<file path="src/rtl/i32dr_pkg.sv">
`timescale 1ns / 1ps
`default_nettype none

package i32dr_pkg;

   localparam int DATA_WIDTH = 32;
   // one restoring step per pipeline stage
   localparam int STEPS = DATA_WIDTH;

   typedef logic [DATA_WIDTH-1:0] word_type;

   // nq holds the numerator bits still to shift in (top) and the quotient bits so far (bottom)
   typedef struct packed {
      word_type nq;
      word_type rem;
      word_type den;
      logic     neg_q;
      logic     neg_r;
   } stage_type;

endpackage

`default_nettype wire

</file>
<file path="src/rtl/i32dr_step.sv">
`timescale 1ns / 1ps
`default_nettype none

module i32dr_step import i32dr_pkg::*; (
   input  logic      clock,
   input  logic      reset,
   input  logic      enable,
   input  logic      in_valid,
   input  stage_type in_stage,
   output logic      out_valid,
   output stage_type out_stage
);

   logic                  valid_ff;
   stage_type             stage_ff;
   stage_type             stage_in;
   logic                  in_bit;
   logic                  over;
   word_type              shifted;
   logic [DATA_WIDTH:0]   diff;
   logic                  take;

   // shift in one numerator bit, trial subtract, keep on no borrow
   always_comb begin
      in_bit  = in_stage.nq[DATA_WIDTH-1];
      over    = in_stage.rem[DATA_WIDTH-1];
      shifted = {in_stage.rem[DATA_WIDTH-2:0], in_bit};
      diff    = {over, shifted} - {1'b0, in_stage.den};
      take    = ~diff[DATA_WIDTH];
      stage_in       = in_stage;
      stage_in.nq    = {in_stage.nq[DATA_WIDTH-2:0], take};
      stage_in.rem   = take ? diff[DATA_WIDTH-1:0] : shifted;
   end

   always_ff @(posedge clock) begin
      if (reset) begin
         valid_ff <= 1'b0;
      end else if (enable) begin
         valid_ff <= in_valid;
      end
   end

   always_ff @(posedge clock) begin
      if (enable) begin
         stage_ff <= stage_in;
      end
   end

   assign out_valid = valid_ff;
   assign out_stage = stage_ff;

endmodule

`default_nettype wire

</file>
<file path="config.mk">
export PLATFORM = sky130hd
export DESIGN_NAME = i32dr_step
export DESIGN_NICKNAME = d
export VERILOG_FILES = /design/src/rtl/i32dr_pkg.sv /design/src/rtl/i32dr_step.sv
export SDC_FILE = /design/constraint.sdc
export NUM_CORES = 1
export LEC_CHECK = 0
export CORE_MARGIN = 2
export CORE_UTILIZATION = 50
export CTS_CLUSTER_DIAMETER = 40
export DETAILED_ROUTE_END_ITERATION = 8
export DONT_BUFFER_PORTS = 1
export PLACE_DENSITY = 0.64
export SLEW_MARGIN = 5
export SYNTH_ARGS = -nofsm -noshare
export SYNTH_HDL_FRONTEND = slang
export SYNTH_SLANG_ARGS = --single-unit
</file>
<file path="constraint.sdc">
create_clock -name clock -period 3.5 [get_ports clock]
set_input_delay 0.175 -clock clock [delete_from_list [all_inputs] [get_ports clock]]
set_output_delay 0.175 -clock clock [all_outputs]
set_load 0.01 [all_outputs]
</file>
After elaboration in Yosys (flattened, before gate mapping):

Cells that the tools add are included.

* ROM bits: 0
* memories: 0
* bits of input ports: 102
* bits in writable memories: 0
* output and inout port bits: 99
* register bits after elaboration: 99
* latch bits: 0
* word-level logic and storage cells: 9

* reduce and logical (&&, ||, !) cells: 0
* $add $sub $neg: 1
* mux-type cells: 1
* shifts and indexed selects: 0
* bitwise gates (word level): 1
* divide/modulo/power cells: 0
* eq/ne operators: 0
* order comparisons: 0
* $mul: 0

Operators with widths (number)
* $sub 33x32->33: 1
* $mux 32: 1
* $not 1->1: 1

Depth between registers and ports, before layout:

Gate-level depths: netlist of run 1.

* depth in word-level cells: 2
* depth in mapped cells: 12
* depth with buffers taken out: 11

Worst setup path after synthesis of run 1:

Ideal clock, no wire load.

* kind: input to register
* start point: in in_stage[97] in the netlist's numbering
* end point: reg stage_ff, in the netlist out_stage[38], data pin
* arrival: 2.432 ns
* buffers on the path: 1
* slack: 0.808 ns
* library setup time: 0.260 ns
* stages: 12
* path through: inv_1 ha_1 fa_1 nand2b_1 a21oi_1 o211ai_1 a21oi_1 o31a_2 mux2i_1 nor2_2 buf_6 mux2_4

RTL lines
* from (decl): RTL line i32dr_step.sv:9 `input stage_type in_stage,`
* to (signal assigned): RTL line i32dr_step.sv:45 `stage_ff <= stage_in;`
* to (decl): RTL line i32dr_step.sv:15 `stage_type stage_ff;`

==> results of run 1 <==
-- synthesized netlist by cell type, drive strengths merged (2+ instances only) --
master,number
o21a,5
nand3,10
o21bai,5
o21ai,18
o211ai,6
nor4b,2
nor4,2
a21o,18
inv,38
and3,4
nor2b,5
a21bo,3
nor3,4
nand2b,8
xnor2,13
ha,32
buf,5
mux2,28
a21oi,39
or3,2
edfxtp,98
nor2,20
o31ai,2
mux2i,6
and4,3
xor2,10
and2,3
nand3b,2
nand2,27
clkbuf,6
a211oi,3
nand4,6
-- report_power, final --
part | internal, W | total, W | switching [W]
Sequential | 0.00146 | 0.00158 | 0.000120
Combinational | 0.000336 | 0.000652 | 0.000316
Clock | 0.000268 | 0.000683 | 0.000415
Total | 0.00207 | 0.00292 | 0.000851
-- cell usage in the layout (no fill, tap or decap), drive strengths merged, types with 3 or more instances in the layout --
cell type,n
a211oi,3
a21bo,3
a21o,18
a21oi,39
and2,3
and3,4
and4,3
buf,3
clkbuf,10
dlygate4sd3,82
edfxtp,98
ha,32
inv,41
mux2,28
mux2i,6
nand2,27
nand2b,8
nand3,10
nand4,6
nor2,20
nor2b,5
nor3,4
o211ai,6
o21a,5
o21ai,18
o21bai,5
xnor2,13
xor2,10
-- worst paths after layout --
kind | startpoint | cells past startpoint | endpoint
worst max-delay path | in_stage[97] | 12 | out_stage[65]$_DFFE_PP_
worst min-delay path | in_stage[37] | 1 | out_stage[38]$_DFFE_PP_
worst max register to register | out_valid$_SDFFE_PP0P_ | 3 | out_valid$_SDFFE_PP0P_
worst min register to register | out_valid$_SDFFE_PP0P_ | 3 | out_valid$_SDFFE_PP0P_
-- flip-flops by register name (all words and copies together), names as in the netlist --
name / count
out_stage: 98
out_valid: 1
-- area by class of cell --
cell class / count / area (um2) / share of cell area
flip-flops and latches: 99 / 2963 / 0.4470
multi-input cells: 297 / 2296 / 0.3464
repair buffers: 85 / 875.8 / 0.1321
well taps: 140 / 175.2 / 0.02643
inverters: 38 / 142.6 / 0.02152
clock buffers: 10 / 127.6 / 0.01925
clock inverters: 6 / 48.80 / 0.007361
-- per-stage QoR --
step / setup WS [ns] / power [W] / utilization
4_1_cts: 0.8085 / 0.002933 / 0.6104
6_report: 0.7952 / 0.002918 / 0.6169
2_1_floorplan: 0.8080 / 0.002040 / -
3_5_place_dp: 0.4685 / 0.002155 / 0.5215
3_3_place_gp: 0.4952 / 0.002143 / 0.5215
5_1_grt: 0.5984 / 0.003065 / 0.6169
-- logic make-up after synthesis --
kind of cell             share of synthesized area
XOR/XNOR                                   0.03682
flip-flops                                  0.5416
multiplexers                               0.08577
buffers and inverters                      0.03957
AND/OR/NAND/NOR                            0.09424
adder cells (fa/ha/maj)                    0.07685
AO/OA/AOI/OAI                               0.1251
-- routing by layer --
| metal | wire length, um | part of all wire |
|---|---|---|
| met1 | 5640 | 0.42 |
| met2 | 6119 | 0.46 |
| met3 | 1206 | 0.091 |
| met4 | 352 | 0.026 |
| met5 | 0 | 0 |
==> impl_metrics.csv, run 1 <==
group,metric,value,unit
layout,drive_above_1_share,0.09720,
logic_synthesis,synth_cells,445,
logic_synthesis,yosysUniqueCellTypes,50,
worst_setup_path,critical_path_class,"primary input to register",
worst_setup_path,worst_setup_path_end_kind,"register",
logic_synthesis,ys.flop_type,"edfxtp_1",
timing,max_freq,369.7,MHz
power,p_leak,2.712,nW
logic_synthesis,synth_top_area_share,0.5380,
logic_synthesis,syn-num-nets,580,
timing,rsz0062_at_grt,"no",
floorplanning,start_util,0.5091,
timing,finalHoldViolCount,0,
min_path,hold_class,"primary input to register",
cts,cts_tree,"built",
floorplanning,core_area,10750,um2
worst_setup_path,worstPathRequired,3.62,ns
place,place_hpwl,9117,um
worst_setup_path,rrSetupSlack,2.30,ns
layout,nFillCells,864,
global_route,grtUsageMet3,0.07595,
logic_synthesis,yosysSeqAreaShare,0.5416,
place,dpl_cell_area,5604,um2
worst_setup_path,slowest_delay,0.41,ns
worst_setup_path,path_cells,"inv_1 > ha_1 > fa_1 > nand2b_1 > a21oi_1 > o211ai_1 > a21oi_1 > o31a_2 > mux2i_1 > nor2_4 > buf_4 > mux2_2",
global_route,grt_remaining_overflow,0,
logic_synthesis,yosysTopAreaCell,"edfxtp_1",
drt,first_pass_iters,5,
power,power_density,440.2,nW/um2
floorplanning,die_x,108.6,um
power,irDropWorstVdd,0.1990,mV
timing,fin_crit_sh,0.7728,
cts,htree_num_levels,3,
worst_setup_path,cp_num_buf_inv,2,
global_route,grtUsageTotal,0.2184,
logic_synthesis,ys_warn_count,0,
worst_setup_path,cp_top_family,"compound AO/OA/AOI/OAI gates",
cts,cts_root_buf,"clkbuf_8",
timing,finalSetupViolations,0,
worst_setup_path,slowest_stage,"fa_1",
cts,clock_latency,0.36,ns
cts,clock_path_buffers,2,
floorplanning,die_h,108.6,um
timing,relSlewSlack,0.6395,
global_route,grt_pass1_wl,19350,um
drt,drt_iter0_drc,290,
floorplanning,rows,38,
logic_synthesis,synth_seq_cells,99,
worst_setup_path,crit_path_start_kind,"primary input",
cts,postCtsHoldBufs,76,
global_route,grt_max_degree,99,
layout,diodes,0,
timing,setup_tns,0,ns
timing,drv_slew,0,
drt,wl_per_cell,19.73,um
floorplanning,dieArea,11790,um2
status,status,"finished, final reports clean",
timing,worst_pin_slew,0.5382,ns
worst_setup_path,path_common_cell,"a21oi_1",
layout,area_growth,21.18,%
place,dp.cells,576,
cts,ctsResizeCount,0,
logic_synthesis,yosys-top-cells-area,"edfxtp_1 (54%), ha_1 (7.3%), mux2_4 (6.9%), a21oi_1 (3.5%), inv_1 (2.6%)",
timing,fin_crit,2.705,ns
timing,timing.hold.ws,0.01724,ns
logic_synthesis,ys_async_sr_fraction,0,
logic_synthesis,syn_area,5470,um2
drt,wirelength,13320,um
layout,stdcell_area,6629,um2
cts,clk_pin_slew_worst_paths,0.10,ns
drt,num_vias,3804,
global_route,grtUsageMet1,0.2667,
cts,cts_buffers,9,
layout,nNetsFinal,665,
logic_synthesis,synth-edff-count,98,
global_route,top_usage_layer,"met2",
logic_synthesis,syn-mean-instance-area,12.29,um2
place,portBuffers,0,
cts,cts_setup_buffers,0,
drt,viasPerCell,5.636,
drt,ant_nets,0,
timing,finClkSkew,0,ns
cts,cts_sinks,99,
worst_setup_path,path_max_fanout,15,
worst_setup_path,cp.arrival,2.82,ns
global_route,grt_antenna_before_repair,0,
layout,instances_no_fill,675,
global_route,grtUsageMet2,0.3509,
global_route,grt_pass1_vias,3749,
floorplanning,io-pin-count,201,
job,maxCapViolCount,0,
place,gp_congestion,0.8948,
drt,drc,0,
Note: power is estimated with default switching activity, not from simulation.
==> run 2: changes to the inputs <==
--- a/config.mk
+++ b/config.mk
@@ -5,12 +5,13 @@
 export SDC_FILE = /design/constraint.sdc
 export NUM_CORES = 1
 export LEC_CHECK = 0
+export ABC_AREA = 1
 export CORE_MARGIN = 2
 export CORE_UTILIZATION = 50
 export CTS_CLUSTER_DIAMETER = 40
 export DETAILED_ROUTE_END_ITERATION = 8
 export DONT_BUFFER_PORTS = 1
-export PLACE_DENSITY = 0.64
+export PLACE_DENSITY = 0.67
 export SLEW_MARGIN = 5
 export SYNTH_ARGS = -nofsm -noshare
 export SYNTH_HDL_FRONTEND = slang
==> constraint.sdc (replaced) <==
create_clock -name clock -period 2.3 [get_ports clock]
set_input_delay 0.115 -clock clock [delete_from_list [all_inputs] [get_ports clock]]
set_output_delay 0.115 -clock clock [all_outputs]
set_load 0.01 [all_outputs]
==> impl_metrics.csv, run 2 <==
group,metric,value,unit
cts,postCtsHoldBufs,99,
timing,finalHoldViolCount,98,
cts,cts_setup_buffers,0,
floorplanning,core_area,12110,um2
logic_synthesis,synth_cells,784,
timing,finClkSkew,0,ns
min_path,min_from,"enable",
drt,viasPerCell,4.971,
layout,nFillCells,1084,
logic_synthesis,ys_async_sr_fraction,0,
floorplanning,rows,40,
worst_setup_path,path_max_fanout,32,
timing,finalSetupViolations,0,
power,irDropWorstVdd,0.4181,mV
timing,timing.hold.ws,-0.1373,ns
drt,num_vias,5289,
worst_setup_path,crit_path_start_kind,"primary input",
logic_synthesis,yosys-top-cells-area,"edfxtp_1 (47%), nand2_1 (19%), inv_1 (9.2%), ha_1 (6.4%), nand2_2 (2.5%)",
floorplanning,start_util,0.5160,
drt,drc,0,
worst_setup_path,worst_setup_path_end_kind,"register",
logic_synthesis,ys.flop_type,"edfxtp_1",
worst_setup_path,rrSetupSlack,1.11,ns
timing,fin_crit_sh,0.8023,
logic_synthesis,synth_top_area_share,0.4709,
worst_setup_path,cp.arrival,1.96,ns
global_route,grt_max_degree,100,
global_route,grt_pass1_vias,5177,
layout,area_growth,22.76,%
logic_synthesis,synth_seq_cells,99,
floorplanning,die_h,115.8,um
logic_synthesis,syn-num-nets,919,
worst_setup_path,path_common_cell,"nand2_1",
status,violations,"hold timing",
drt,first_pass_iters,8,
power,power_density,649.0,nW/um2
logic_synthesis,yosysUniqueCellTypes,32,
worst_setup_path,critical_path_class,"primary input to register",
drt,wl_per_cell,16.99,um
logic_synthesis,yosysSeqAreaShare,0.4741,
min_path,hold_class,"primary input to register",
drt,ant_nets,0,
global_route,grt_antenna_before_repair,2,
timing,relSlewSlack,0.7347,
job,maxCapViolCount,0,
global_route,grt_remaining_overflow,0,
cts,cts_tree,"built",
cts,clk_pin_slew_worst_paths,0.07,ns
place,dpl_cell_area,6395,um2
worst_setup_path,slowest_delay,0.42,ns
timing,fin_crit,1.845,ns
place,portBuffers,0,
worst_setup_path,slowest_stage,"fa_1",
layout,mostFrequentLayoutCells,"nand2_1 (315), inv_1 (153), dlygate4sd3_1 (99)",
worst_setup_path,endpoint,"out_stage[48]$_DFFE_PP_",
global_route,grtUsageTotal,0.2693,
min_path,hold_path_depth,0,
floorplanning,dieArea,13410,um2
logic_synthesis,synth-edff-count,98,
logic_synthesis,yosysTopAreaCell,"edfxtp_1",
worst_setup_path,crit_start,"in_stage[97]",
timing,worst_pin_slew,0.3979,ns
layout,final_common_cell,"nand2_1",
place,dp.cells,948,
timing,rsz0062_at_grt,"no",
worst_setup_path,cp_num_buf_inv,2,
worst_setup_path,path_cells,"inv_1 > ha_1 > fa_1 > inv_1 > nand2_1 > nand2_1 > nand3_1 > nand2_2 > nand2_2 > nand2_2 > nand2_4 > nand3_1 > nand2_4 > nand2_1 > nand2_1",
logic_synthesis,synth.most_common_cell,"nand2_1",
worst_setup_path,worstPathRequired,2.41,ns
timing,max_freq,541.9,MHz
worst_setup_path,r2r_start,"out_valid$_SDFFE_PP0P_",
cts,cts_sinks,99,
layout,nNetsFinal,1025,
worst_setup_path,crit_cells,15,
global_route,grt_pass1_wl,26990,um
logic_synthesis,ys_warn_count,0,
place,gp_congestion,0.8479,
drt,drt_iter0_drc,454,
power,p_leak,3.858,nW
cts,htree_num_levels,3,
cts,cts_buffers,9,
logic_synthesis,syn_area,6250,um2
cts,cts_root_buf,"clkbuf_16",
logic_synthesis,syn-mean-instance-area,7.972,um2
floorplanning,io-pin-count,201,
cts,clock_path_buffers,2,
place,place_hpwl,12500,um
worst_setup_path,r2r_end,"out_valid$_SDFFE_PP0P_",
cts,ctsResizeCount,0,
layout,largest_register_ffs,98,
layout,stdcell_area,7672,um2
layout,instances_no_fill,1064,
drt,wirelength,18080,um
timing,setup_tns,0,ns
logic_synthesis,ys_top_cells_by_count,"nand2_1 (315), inv_1 (153), edfxtp_1 (98)",
status,status,"finished with violations",
timing,drv_slew,0,
cts,clock_latency,0.36,ns
worst_setup_path,r2r_cells,3,
floorplanning,die_x,115.8,um
worst_setup_path,cp_top_family,"simple AND/OR/NAND/NOR gates",
layout,drive_above_1_share,0.06369,
run 2: changes by cell type after synthesis, sizes merged, moves of 8 or more:
cell    change
nor2       +20
o21ai      -18
inv       +120
nand2b      -8
nand3      +21
nand2     +318
xnor2      -12
a21oi      -14
mux2       -28
a21o       -18
run 2: cells by family (layout without fill, tap and decap cells):
group / after synthesis / in the layout / share of synthesized area
and+or+nand+nor: 439 / 439 / 0.2969
buffers and inverters: 165 / 276 / 0.1083
DFF: 99 / 99 / 0.4741
adders and majority gates: 33 / 33 / 0.06727
AOI/OAI and AO/OA: 32 / 32 / 0.03083
xor gates and xnor gates: 15 / 15 / 0.02102
muxes: 1 / 1 / 0.001602
other: 0 / 1 / 0
run 2: how the worst min path moves through the flow:
stage,slack [ns],end
finish,-0.14,out_stage[64]$_DFFE_PP_
global route,-0.15,out_stage[64]$_DFFE_PP_
CTS,-0.15,out_stage[28]$_DFFE_PP_
detailed placement,0.19,out_valid$_SDFFE_PP0P_
global placement,0.19,out_valid$_SDFFE_PP0P_
floorplan,0.19,out_valid$_SDFFE_PP0P_
run 2: final cells by class:
cell class	count	area, um2	share of cell area
Sequential cell	99	2963	0.3862
Clock inverter	6	55.05	0.007175
Antenna cell	1	2.502	0.0003262
Clock buffer	10	229.0	0.02984
Inverter	159	596.8	0.07779
Tap cell	168	210.2	0.02740
Multi-Input combinational cell	520	2610	0.3402
Timing Repair Buffer	101	1006	0.1311
run 2: power by group:
part / internal, W / switching, W
registers: 0.00222 / 0.000175
clock network: 0.000759 / 0.000763
logic: 0.000412 / 0.000652
run 2: per-stage QoR:
step / hold slack [ns] / power, W / worst slack, ns / utilization
after floorplan: 0.1874 / 0.003127 / 0.3477 / -
after global placement: 0.1887 / 0.003323 / 0.1839 / 0.5280
after detailed placement: 0.1935 / 0.003337 / 0.07864 / 0.5280
after CTS: -0.1464 / 0.004958 / 0.4650 / 0.6333
after global routing: -0.1500 / 0.005225 / 0.3096 / 0.6335
final: -0.1373 / 0.004979 / 0.4547 / 0.6335
run 2: per-layer routing:
metal / GRT usage / vias to the layer above / part of all wire
met5: 0 / - / 0.00072
met4: 0.06429 / 2 / 0.012
met3: 0.08525 / 16 / 0.089
met2: 0.4671 / 210 / 0.49
met1: 0.3282 / 2418 / 0.41
li1: - / 2643 / -
